===== src/rtl/tilemap_layer_renderer_unit_macros.svh =====
// Assertion macros shared by the tile map renderer RTL.
// Depends on a clk and an active-low rst_n in the including module.
`ifndef TILEMAP_LAYER_RENDERER_UNIT_MACROS_SVH
`define TILEMAP_LAYER_RENDERER_UNIT_MACROS_SVH

// Same-cycle implication, checked outside reset
`define TLR_ASSERT_IMP(label, ante, cons) \
    label: assert property (@(posedge clk) disable iff (!rst_n) (ante) |-> (cons)) \
        else $error("tile map renderer check failed");

// Next-cycle implication, checked outside reset
`define TLR_ASSERT_NXT(label, ante, cons) \
    label: assert property (@(posedge clk) disable iff (!rst_n) (ante) |=> (cons)) \
        else $error("tile map renderer check failed");

`endif


===== src/rtl/tlr_pkg.sv =====
// Shared types and constants of the tile map layer renderer.
// No dependencies; used by tlr_div and tilemap_layer_renderer_unit.
`timescale 1ns / 1ps

package tlr_pkg;

    // Default sizes of the stores
    localparam int STORE_WIDTH_DEF  = 512;
    localparam int STORE_HEIGHT_DEF = 512;
    localparam int MAP_DEPTH_DEF    = 4096;
    localparam int PIXEL_BITS_DEF   = 32;

    // Stream and configuration widths
    localparam int S_TDATA_W = 136;
    localparam int S_TUSER_W = 2;
    localparam int M_TDATA_W = 32;
    localparam int M_TUSER_W = 1;
    localparam int CFG_IDX_W = 3;
    localparam int CFG_DAT_W = 9;

    // Largest window edge in pixels
    localparam logic [9:0] WIN_MAX = 10'd512;

    // Divider operand widths
    localparam int DIV_N_W = 12;
    localparam int DIV_D_W = 9;

    typedef enum logic [1:0] {
        CMD_WRITE_PIXEL = 2'd0,
        CMD_WRITE_TILE  = 2'd1,
        CMD_RENDER      = 2'd2,
        CMD_READ_PIXEL  = 2'd3
    } cmd_t;

    typedef enum logic [2:0] {
        CFG_TILE_WIDTH       = 3'd0,
        CFG_TILE_HEIGHT      = 3'd1,
        CFG_MAP_COLUMNS      = 3'd2,
        CFG_MAP_ROWS         = 3'd3,
        CFG_PATTERN_ORIGIN_X = 3'd4,
        CFG_PATTERN_ORIGIN_Y = 3'd5,
        CFG_PATTERN_COLUMNS  = 3'd6
    } cfg_reg_t;

    // Divider request and response
    typedef struct packed {
        logic               start;
        logic [DIV_N_W-1:0] dividend;
        logic [DIV_D_W-1:0] divisor;
    } div_req_t;

    typedef struct packed {
        logic               done;
        logic [DIV_N_W-1:0] quot;
        logic [DIV_D_W-1:0] rem;
    } div_rsp_t;

endpackage


===== src/rtl/tlr_div.sv =====
// Restoring divider, one quotient bit per cycle, for the renderer.
// Depends on tlr_pkg for the request and response types.
`timescale 1ns / 1ps

module tlr_div
(
    input  logic              clk,
    input  logic              rst_n,
    input  tlr_pkg::div_req_t req,
    output tlr_pkg::div_rsp_t rsp
);
    import tlr_pkg::*;

    localparam int CNT_W = $clog2(DIV_N_W);

    logic               busy_reg;
    logic               done_reg;
    logic [CNT_W-1:0]   cnt_reg;
    logic [DIV_N_W-1:0] quot_reg;
    logic [DIV_D_W-1:0] rem_reg;
    logic [DIV_D_W-1:0] dvs_reg;
    logic [DIV_D_W:0]   trial;
    logic               fits;

    // Shift in the next dividend bit and try a subtract
    assign trial = {rem_reg, quot_reg[DIV_N_W-1]};
    assign fits  = trial >= {1'b0, dvs_reg};

    // Control: count down the quotient bits while busy, then flag done
    always_ff @(posedge clk or negedge rst_n)
    begin
        if (!rst_n)
        begin
            busy_reg <= 1'b0;
            done_reg <= 1'b0;
            cnt_reg  <= '0;
        end
        else
        begin
            done_reg <= 1'b0;
            if (req.start)
            begin
                busy_reg <= 1'b1;
                cnt_reg  <= CNT_W'(DIV_N_W - 1);
            end
            else if (busy_reg)
            begin
                cnt_reg <= cnt_reg - 1'b1;
                if (cnt_reg == '0)
                begin
                    busy_reg <= 1'b0;
                    done_reg <= 1'b1;
                end
            end
        end
    end

    // Datapath: partial remainder and quotient
    always_ff @(posedge clk)
    begin
        if (req.start)
        begin
            quot_reg <= req.dividend;
            rem_reg  <= '0;
            dvs_reg  <= req.divisor;
        end
        else if (busy_reg)
        begin
            quot_reg <= {quot_reg[DIV_N_W-2:0], fits};
            rem_reg  <= fits ? DIV_D_W'(trial - {1'b0, dvs_reg}) : trial[DIV_D_W-1:0];
        end
    end

    assign rsp.done = done_reg;
    assign rsp.quot = quot_reg;
    assign rsp.rem  = rem_reg;

endmodule


===== config.mk =====
export PLATFORM = sky130hd
export DESIGN_NAME = tlr_div
export DESIGN_NICKNAME = d
export VERILOG_FILES = /design/src/rtl/tilemap_layer_renderer_unit_macros.svh /design/src/rtl/tlr_pkg.sv /design/src/rtl/tlr_div.sv
export SDC_FILE = /design/constraint.sdc
export NUM_CORES = 1
export LEC_CHECK = 0
export BUFFER_PORTS_ARGS = -buffer_cell sky130_fd_sc_hd__buf_2
export CORE_ASPECT_RATIO = 1.4
export CORE_MARGIN = 3
export CORE_UTILIZATION = 57
export CTS_CLUSTER_DIAMETER = 30
export DETAILED_ROUTE_END_ITERATION = 6
export MAX_ROUTING_LAYER = met4
export PLACE_DENSITY_LB_ADDON = 0.08
export SYNTH_ARGS = -nofsm -noshare
export SYNTH_HDL_FRONTEND = slang
export SYNTH_SLANG_ARGS = --single-unit

===== constraint.sdc =====
create_clock -name clk -period 5.3 [get_ports clk]
set_input_delay 1.325 -clock clk [delete_from_list [all_inputs] [get_ports clk]]
set_output_delay 1.325 -clock clk [all_outputs]
set_load 0.005 [all_outputs]

==> out/metrics.csv, run 1 <==
stage;metric;value;unit
status;status;finished clean;
critical_path;slowest_delay;420;ps
clock_network;clockRootBuffer;clkbuf_8;
floorplan;die-area;4150;um^2
synthesis;muxShareOfSynthArea;10.7;%
timing;fin_crit;2660;ps
critical_path;start_kind;flip-flop;
placement;dpl.hpwl;2790;um
critical_path;worstSetupPathType;flip-flop to flip-flop;
critical_path;crit_fanout;11;
clock_network;clock_latency;290;ps
synthesis;synthesis.nets;203;
synthesis;syn-cell-area;1940;um^2
floorplan;fp-row-count;24;
critical_path;crit_path_cell_trace;inv_1 -> ha_1 -> inv_1 -> fa_1 -> a21o_1 -> a221oi_4 -> o211ai_2 -> mux2_1 -> a211oi_2;
global_route;grt_max_degree;33;
cells_and_area;final_nets;248;
timing;finalCritPeriodShare;50.1;%
floorplan;die-height;75.0;um
power;p_comb_share;40.0;%
timing;fin_setup_tns;0;ps
synthesis;ys_ff_latch;36;
clock_network;cts_resized;0;
synthesis;synthSimpleGateAreaFrac;12.2;%
power;power.internal;0.669;mW
timing;rsz0062_at_grt;false;
global_route;antenna_found_initial;0;
synthesis;synth_top_area_share;32.5;%
synthesis;synth_top_family_by_area;simple AND/OR/NAND/NOR gates;
power;p_seq_share;38.7;%
clock_network;cts_setup_buffers;0;
global_route;grt.overflow.total;0;
timing;fin_ws;2640;ps
timing;drv_slew;0;
synthesis;synth_fa_ha_area_share;8.13;%
critical_path;arrival;2870;ps
floorplan;io_pins;46;
critical_path;path_buf_inv;2;
synthesis;yosys.area.top_type;edfxtp_1;
synthesis;yosysMostFrequentCell;edfxtp_1;
synthesis;synth-xor-area-share;3.16;%
worst_hold_path;hp-class;flip-flop to flip-flop;
power;ir_drop;0.389;mV
floorplan;fp.dieW;55.3;um
critical_path;path_delay_family;compound AO/OA/AOI/OAI gates;
synthesis;yosys_warnings;0;
job;drv_cap;0;
power;p_sw_share;33.6;%
synthesis;synth_compound_area_share;11.2;%
synthesis;ys_async_sr_fraction;16.7;%
critical_path;cp_data_required_time;5510;ps
global_route;grtUsageMet1;20.7;%
critical_path;slowest_stage;mux2_1;
power;power.share.clock;21.4;%
routing;first_pass_iters;4;
synthesis;syn_area_per_cell;11.6;um^2
routing;vias;1360;
routing;antenna_left;0;
clock_network;cts-hold-fix-buffers;0;
placement;routabilityCongestion;0.820;
floorplan;design.core.area;3180;um^2
global_route;grtUsageMet3;4.80;%
timing;finClkSkew;7.22;ps
cells_and_area;multiInputGateArea;880;um^2
power;power_leakage;1.03;nW
power;power_switching;0.338;mW
global_route;grt_pass1_wl;6060;um
synthesis;yosys-top-cells-area;edfxtp_1 (33%), dfxtp_1 (9.3%), dfrtp_1 (7.7%), mux2_2 (7.6%), ha_1 (7.1%);
cells_and_area;drive_above_1_share;32.9;%
global_route;use_met2;34.6;%
synthesis;synth_cell_types;41;
cells_and_area;area_growth;17.1;%
timing;worstMarginPinSlew;636;ps
clock_network;cts.clk_slew.worst_paths;70;ps
timing;hold_viol;0;
synthesis;ys_seq_area_share;49.6;%
global_route;grt_pass1_vias;1401;
synthesis;yosys-top-cells-count;edfxtp_1 (21), inv_1 (14), nor2_1 (14);
cells_and_area;fin_cells;252;
timing;slew_headroom;57.6;%
timing;fmax;0.377;GHz
placement;post-place-ws;2440;ps
clock_network;tritoncts;done;
clock_network;clock-sinks;36;
cells_and_area;fill_cells;275;
routing;drt-wirelength-per-cell;14.7;um
clock_network;cts_buffers;5;
routing;vias_per_cell;5.40;
power;p_per_area;444;nW/um^2
placement;port-buffer-count;45;
critical_path;path_common_cell;inv_1;
timing;hold_slack;478;ps
cells_and_area;layout.area.seq;961;um^2
cells_and_area;largest_reg_flops;12;
synthesis;ys.flop_type;edfxtp_1;
global_route;grt.total_usage;19.8;%
synthesis;synth_edf_count;21;
timing;setup_viol;0;
routing;first_iter_violations;26;
synthesis;syn_inst;167;
routing;drc;0;
global_route;grt-busiest-layer;met2;
placement;placed_cells;244;
cells_and_area;num_antenna_cells;0;
critical_path;crit_path_end_kind;flip-flop;
clock_network;clock_path_buffers;2;
floorplan;start_util;60.9;%
routing;drt_wl_total;3710;um
clock_network;htreeDepth;2;
worst paths after layout:
path                              start          to  slack [ps]  cells past startpoint
min in group asynchronous         rst_n    done_reg         840                      1
max reg2reg                quot_reg[11]  rem_reg[0]        2640                      9
min                          rem_reg[8]  rem_reg[8]         480                      2
max in group asynchronous         rst_n  cnt_reg[0]        4310                      1
max                        quot_reg[11]  rem_reg[0]        2640                      9
min reg2reg                  rem_reg[8]  rem_reg[8]         480                      2
routing by layer:
metal / up-vias / part of all wire, % / wire, um
li1: 688 / - / -
met2: 34 / 52 / 1910
met1: 627 / 41 / 1510
met5: - / 0 / 0
met3: 11 / 4.5 / 167
met4: 0 / 3.3 / 121
worst register-to-register path, stage by stage (launching register included):
cell      delay [ps]
edfxtp_1         380
inv_1             90
ha_1             160
inv_1             50
fa_1             400
a21o_1           230
a221oi_4         330
o211ai_2         320
mux2_1           420
a211oi_2         210
power by group through the flow:
stage	Combinational, mW	Clock (mW)	Sequential (mW)
after CTS	0.408	0.221	0.390
after global placement	0.395	0	0.395
after floorplan	0.315	0	0.393
after detailed placement	0.405	0	0.395
after global routing	0.453	0.231	0.398
final	0.403	0.215	0.389
final cells by class:
type | count | area share (%)
Clock buffer | 7 | 4.30
Sequential cell | 36 | 42.3
Timing Repair Buffer | 45 | 9.92
Inverter | 14 | 2.32
Multi-Input combinational cell | 110 | 38.8
Tap cell | 39 | 2.15
Clock inverter | 1 | 0.221
through the flow:
step                      utilization [%]  cell area, um^2  power (mW)
after floorplan                         -             1940       0.708
after global routing                 71.3             2270        1.08
after global placement               68.1             2170       0.790
final                                71.3             2270        1.01
after detailed placement             68.1             2170       0.801
after CTS                            71.3             2270        1.02
cells by family (layout without fill, tap and decap cells):
family | count (synthesis) | in the layout
xor gates and xnor gates | 7 | 7
buffers and inverters | 21 | 67
DFF | 36 | 36
adders and majority gates | 12 | 12
and+or+nand+nor | 45 | 45
muxes | 19 | 19
AOI/OAI and AO/OA | 27 | 27
cell usage in the layout (no fill, tap or decap), drive strengths merged, types with 2 or more instances in the layout:
| cell | count |
|---|---|
| and3b | 2 |
| ha | 11 |
| xor2 | 3 |
| edfxtp | 21 |
| o211ai | 3 |
| dfrtp | 6 |
| a211oi | 5 |
| nand2 | 10 |
| o21ai | 4 |
| nor2 | 14 |
| dfxtp | 9 |
| mux2 | 14 |
| nand3 | 2 |
| a21oi | 5 |
| nor4b | 3 |
| a21o | 3 |
| o31ai | 2 |
| clkbuf | 7 |
| mux2i | 5 |
| inv | 14 |
| nand2b | 7 |
| xnor2 | 4 |
| buf | 45 |
(Power assumes the default switching activity.)
==> run 2: changes to the inputs <==
--- a/config.mk
+++ b/config.mk
@@ -5,10 +5,11 @@
 export SDC_FILE = /design/constraint.sdc
 export NUM_CORES = 1
 export LEC_CHECK = 0
+export ABC_AREA = 1
 export BUFFER_PORTS_ARGS = -buffer_cell sky130_fd_sc_hd__buf_2
 export CORE_ASPECT_RATIO = 1.4
 export CORE_MARGIN = 3
-export CORE_UTILIZATION = 57
+export CORE_UTILIZATION = 53
 export CTS_CLUSTER_DIAMETER = 30
 export DETAILED_ROUTE_END_ITERATION = 6
 export MAX_ROUTING_LAYER = met4
==> constraint.sdc (replaced) <==
create_clock -name clk -period 2.67 [get_ports clk]
set_input_delay 0.6675 -clock clk [delete_from_list [all_inputs] [get_ports clk]]
set_output_delay 0.6675 -clock clk [all_outputs]
set_load 0.005 [all_outputs]
==> run 2 against run 1 <==
Combinational power grew 93%; clock skew shrank 4.5 ps; sequential power grew 96%; register-to-register slack lost 2000 ps; sequential share of layout area shrank 1.0 points; routed wire length grew 16%; highest routed layer unchanged.
==> out/metrics.csv, run 2 <==
stage;metric;value;unit
status;status;finished clean;
clock_network;clock-sinks;36;
critical_path;worstSetupPathType;flip-flop to flip-flop;
synthesis;synth_cell_types;26;
power;p_seq_share;40.2;%
critical_path;crit_end;rem_reg[4];
routing;met2_length;2170;um
timing;rsz0062_at_grt;false;
routing;first_iter_violations;90;
cells_and_area;largest_reg_flops;12;
clock_network;clock_latency;280;ps
placement;placed_area;2250;um^2
timing;fin_setup_tns;0;ps
clock_network;cts.clk_slew.worst_paths;70;ps
routing;drt-wirelength-per-cell;12.9;um
synthesis;syn_inst;245;
clock_network;clock_path_buffers;2;
timing;fin_crit;1980;ps
critical_path;worst_r2r_startpoint;quot_reg[11];
timing;drv_slew;0;
critical_path;rr_worst_depth;11;
synthesis;ys.flop_type;edfxtp_1;
critical_path;crit_path_end_kind;flip-flop;
global_route;grt_pass1_vias;1700;
timing;slew_headroom;64.5;%
cells_and_area;final_common_cell;nand2_1;
global_route;grt_pass1_wl;7270;um
cells_and_area;layout_common_cells;nand2_1 (83), buf_2 (45), inv_1 (38);
global_route;grt.total_usage;21.5;%
synthesis;ys_async_sr_fraction;16.7;%
critical_path;critical_path.startpoint;quot_reg[11];
floorplan;die-height;78.7;um
critical_path;cp_data_required_time;2880;ps
power;power_switching;0.713;mW
routing;wl_met1;1830;um
cells_and_area;drive_above_1_share;21.1;%
routing;drc;0;
power;p_per_area;816;nW/um^2
power;power.share.clock;19.0;%
floorplan;die-area;4560;um^2
clock_network;clockRootBuffer;clkbuf_8;
power;power_leakage;1.25;nW
floorplan;fp-row-count;25;
global_route;grt_max_degree;19;
synthesis;ys_seq_area_share;48.0;%
synthesis;syn_area_per_cell;8.17;um^2
power;ir_drop;0.593;mV
synthesis;yosys-top-cells-count;nand2_1 (83), inv_1 (38), nand3_1 (25);
cells_and_area;final_nets;329;
timing;fmax;0.504;GHz
timing;hold_viol;0;
clock_network;cts_buffers;5;
power;p_comb_share;40.9;%
routing;first_pass_iters;4;
synthesis;yosys_warnings;0;
routing;vias_per_cell;5.15;
routing;vias;1721;
synthesis;yosysMostFrequentCell;nand2_1;
critical_path;start_kind;flip-flop;
critical_path;crit_fanout;12;
worst_hold_path;hp-class;input pin to async pin;
routing;dr.max_layer_used;met4;
clock_network;tritoncts;done;
placement;dpl.hpwl;3370;um
synthesis;yosys-top-cells-area;edfxtp_1 (31%), nand2_1 (16%), dfxtp_1 (9.0%), dfrtp_1 (7.5%), inv_1 (7.1%);
clock_network;cts_setup_buffers;0;
critical_path;regToRegSetupSlack;690;ps
routing;drt_wl_total;4320;um
timing;worstMarginPinSlew;532;ps
timing;finalCritPeriodShare;74.3;%
cells_and_area;num_antenna_cells;0;
clock_network;htreeDepth;2;
floorplan;start_util;57.1;%
timing;finClkSkew;2.76;ps
clock_network;cts-hold-fix-buffers;0;
synthesis;ys_ff_latch;36;
timing;hold_slack;192;ps
clock_network;cts_resized;0;
synthesis;yosys.area.top_type;edfxtp_1;
synthesis;synth_edf_count;21;
job;drv_cap;0;
global_route;antenna_found_initial;0;
floorplan;design.core.area;3500;um^2
cells_and_area;area_growth;16.2;%
synthesis;synth_top_area_share;31.5;%
cells_and_area;design_area;2330;um^2
routing;wl_met3;212;um
placement;routabilityCongestion;0.923;
critical_path;arrival;2190;ps
synthesis;syn-cell-area;2000;um^2
floorplan;fp.dieW;57.9;um
routing;antenna_left;0;
power;power.internal;1.19;mW
placement;port-buffer-count;45;
global_route;grt.overflow.total;0;
floorplan;io_pins;46;
synthesis;synthesis.nets;281;
critical_path;reg2reg_to;rem_reg[4];
power;p_sw_share;37.6;%
timing;setup_viol;0;
## run 2: cell count changes in the layout (fill, tap and decap cells not counted), moves of 4 or more
cell,change
a211oi_1,-4
inv_1,+24
mux2_2,-13
mux2i_1,-5
nand2_1,+73
nand2_2,+4
nand2b_1,-7
nand3_1,+23
nor2_1,-4
nor2_2,+4
## run 2: kinds of logic after synthesis
family | after synthesis | synth area share (%)
compound gates | 16 | 4.31
xor+xnor | 3 | 1.31
fa+ha+maj | 12 | 7.87
buf+inv | 44 | 9.37
flops | 36 | 48.0
simple gates | 134 | 29.1
## run 2: critical path, cell delays in order (launching register included)
cell and delay [ps]:
edfxtp_1 380, inv_1 90, ha_1 140, inv_1 60, fa_1 420, nand2_1 130, nand3_2 80, nand2_2 200
nand2_2 150, nand2_1 100, nand3_1 70, o21ai_0 90
## run 2: layout make-up
cell class              count  area [um^2]
fillers                   326         1180
clock inverters             1         3.75
repair buffers             47          240
well taps                  40         50.0
clock buffers               7         76.3
inverters                  38          143
flip-flops and latches     36          961
multi-input cells         165          853
## run 2: per-stage QoR
stage	setup WS (ps)	power [mW]	util [%]	cells
2_1_floorplan	891	1.33	-	245
3_3_place_gp	711	1.54	64.1	326
3_5_place_dp	685	1.54	64.1	326
4_1_cts	672	1.91	66.4	334
5_1_grt	451	2.06	66.4	334
6_report	685	1.90	66.4	334
## run 2: worst min-delay path by stage
stage | to | slack [ps]
floorplan | busy_reg | 370
detailed placement | rem_reg[8] | 480
global placement | rem_reg[3] | 480
CTS | cnt_reg[3] | 180
global route | cnt_reg[0] | 180
finish | done_reg | 190
## run 2: power groups by stage
stage	clock network, mW	registers, mW	logic, mW
4_1_cts	0.375	0.763	0.778
3_5_place_dp	0	0.771	0.771
3_3_place_gp	0	0.772	0.765
6_report	0.361	0.762	0.776
5_1_grt	0.398	0.775	0.888
2_1_floorplan	0	0.762	0.571
## run 2: routing by layer
layer  vias to the layer above  GRT usage, %
li1                        879             -
met1                       780          25.7
met2                        53          33.8
met3                         9          4.72
met4                         0          11.4
met5                         -             -
==> run 3: changes to the inputs <==
==> constraint.sdc (replaced) <==
create_clock -name clk -period 2 [get_ports clk]
set_input_delay 0.5 -clock clk [delete_from_list [all_inputs] [get_ports clk]]
set_output_delay 0.5 -clock clk [all_outputs]
set_load 0.005 [all_outputs]
==> run 3 against run 2 <==
Power increased by 39%; sequential cell count unchanged; final area increased by 2.7%; first-iteration DRC count decreased by 5.6%; worst setup slack got worse by 470 ps; utilization increased by 1.8 points; register-to-register slack got worse by 470 ps; die area unchanged; clock skew increased by 4.7 ps; global-route usage increased by 0.35 points.
==> out/metrics.csv, run 3 (synthesis gave the netlist of run 2 again) <==
stage;metric;value;unit
floorplan;io_pins;46;
status;status;finished clean;
routing;vias;1719;
timing;finalCritPeriodShare;89.1;%
routing;drc;0;
critical_path;cp_data_required_time;2190;ps
critical_path;slowest_delay;380;ps
routing;first_iter_violations;85;
timing;hold_slack;19.9;ps
routing;first_pass_iters;4;
critical_path;crit_fanout;3;
global_route;grt_max_degree;18;
cells_and_area;fill_cells;318;
clock_network;clock-sinks;36;
routing;drt_wl_total;4370;um
routing;antenna_left;0;
floorplan;die-height;78.7;um
clock_network;htreeDepth;2;
clock_network;clockRootBuffer;clkbuf_8;
floorplan;die-area;4560;um^2
critical_path;rr_worst_depth;12;
global_route;use_met2;35.1;%
power;ir_drop;0.680;mV
clock_network;cts_buffers;5;
cells_and_area;fin_cells;339;
floorplan;fp-row-count;25;
placement;routabilityCongestion;0.911;
critical_path;worst_r2r_startpoint;quot_reg[11];
critical_path;cp_num_cells;12;
global_route;grt_pass1_vias;1693;
clock_network;clock_latency;280;ps
power;power_leakage;1.29;nW
global_route;grtUsageMet1;26.5;%
cells_and_area;drive_above_1_share;23.4;%
timing;hold_viol;0;
critical_path;path_buf_inv;2;
clock_network;cts.clk_slew.worst_paths;70;ps
timing;setup_viol;0;
critical_path;slowest_stage;edfxtp_1;
floorplan;fp.dieW;57.9;um
global_route;grt_pass1_wl;7370;um
placement;dpl.hpwl;3270;um
critical_path;regToRegSetupSlack;220;ps
global_route;grt-busiest-layer;met2;
cells_and_area;largest_reg_flops;12;
job;drv_cap;0;
worst_hold_path;hp-class;input pin to async pin;
global_route;grtUsageMet3;3.41;%
timing;rsz0062_at_grt;false;
floorplan;design.core.area;3500;um^2
timing;fin_crit;1780;ps
clock_network;tritoncts;done;
routing;drt-wirelength-per-cell;12.9;um
critical_path;start_kind;flip-flop;
clock_network;clock_path_buffers;2;
routing;vias_per_cell;5.07;
critical_path;crit_path_cell_trace;inv_1 -> ha_1 -> inv_1 -> fa_2 -> nand3_1 -> nand3_1 -> nand2_1 -> nand2_1 -> nand2_1 -> nand3_1 -> nand3_1 -> nand2_1;
cells_and_area;design_area;2390;um^2
timing;slew_headroom;68.6;%
critical_path;reg2reg_to;rem_reg[8];
critical_path;worstSetupPathType;flip-flop to flip-flop;
power;p_per_area;1110;nW/um^2
timing;drv_slew;0;
global_route;grt.overflow.total;0;
critical_path;arrival;1970;ps
placement;placed_area;2280;um^2
global_route;grt.total_usage;21.9;%
timing;finClkSkew;7.45;ps
cells_and_area;layout_common_cells;nand2_1 (83), buf_2 (45), inv_1 (38);
critical_path;path_delay_family;simple AND/OR/NAND/NOR gates;
critical_path;crit_path_end_kind;flip-flop;
placement;port-buffer-count;45;
placement;placed_cells;330;
cells_and_area;final_nets;334;
cells_and_area;num_antenna_cells;0;
cells_and_area;area_growth;19.4;%
timing;worstMarginPinSlew;470;ps
floorplan;start_util;57.1;%
timing;fin_setup_tns;0;ps
timing;fmax;0.561;GHz
cells_and_area;final_common_cell;nand2_1;
global_route;antenna_found_initial;0;
==> run 3: cell count changes in the layout (fill, tap and decap cells not counted), sizes merged <==
| cell | change |
|---|---|
| clkbuf | +1 |
| clkinv | -1 |
| nand2 | +1 |
| buf | +4 |
==> run 3: what timing repair did <==
| item | CTS | global route |
|---|---|---|
| setup endpoints to repair | 0 | 9 |
| buffers inserted | 0 | 0 |
| gates resized for setup | 0 | 4 |
| hold buffers | 0 | 0 |
==> run 3: power breakdown <==
part | leakage (nW) | total (mW) | internal, mW | switching, mW
sequential | 0.360 | 1.01 | 0.915 | 0.0998
combinational | 0.887 | 1.11 | 0.472 | 0.639
clock | 0.0455 | 0.520 | 0.281 | 0.239
total | 1.29 | 2.65 | 1.67 | 0.978
==> run 3: metrics by stage <==
stage | setup WS, ps | total power [mW] | utilization (%)
6_report | 219 | 2.65 | 68.3
5_1_grt | 44.8 | 2.88 | 68.3
4_1_cts | 48.7 | 2.63 | 67.6
3_5_place_dp | 62.4 | 2.10 | 65.0
3_3_place_gp | 101 | 2.10 | 65.0
2_1_floorplan | 221 | 1.78 | -
==> run 3: metal layers <==
layer,share of wire (%),routed length [um],vias to the layer above
li1,-,-,892
met1,42,1830,762
met2,51,2220,56
met3,5.1,221,9
met4,2.4,105,0
met5,0,0,-
==> run 3: layout make-up <==
| class | count | area, um^2 | share of cell area (%) |
|---|---|---|---|
| Inverter | 38 | 143 | 5.97 |
| Timing Repair Buffer | 51 | 270 | 11.3 |
| Multi-Input combinational cell | 166 | 877 | 36.7 |
| Tap cell | 40 | 50.0 | 2.09 |
| Sequential cell | 36 | 961 | 40.2 |
| Clock buffer | 8 | 90.1 | 3.77 |
==> run 3: worst max-delay path by stage <==
stage | startpoint | to | slack, ps
6_report | quot_reg[11] | rem_reg[8] | 220
2_1_floorplan | quot_reg[11] | rem_reg[0] | 220
5_1_grt | quot_reg[11] | rem_reg[2] | 40
4_1_cts | quot_reg[11] | rem_reg[2] | 50
3_3_place_gp | quot_reg[11] | rem_reg[4] | 100
3_5_place_dp | quot_reg[11] | rem_reg[2] | 60
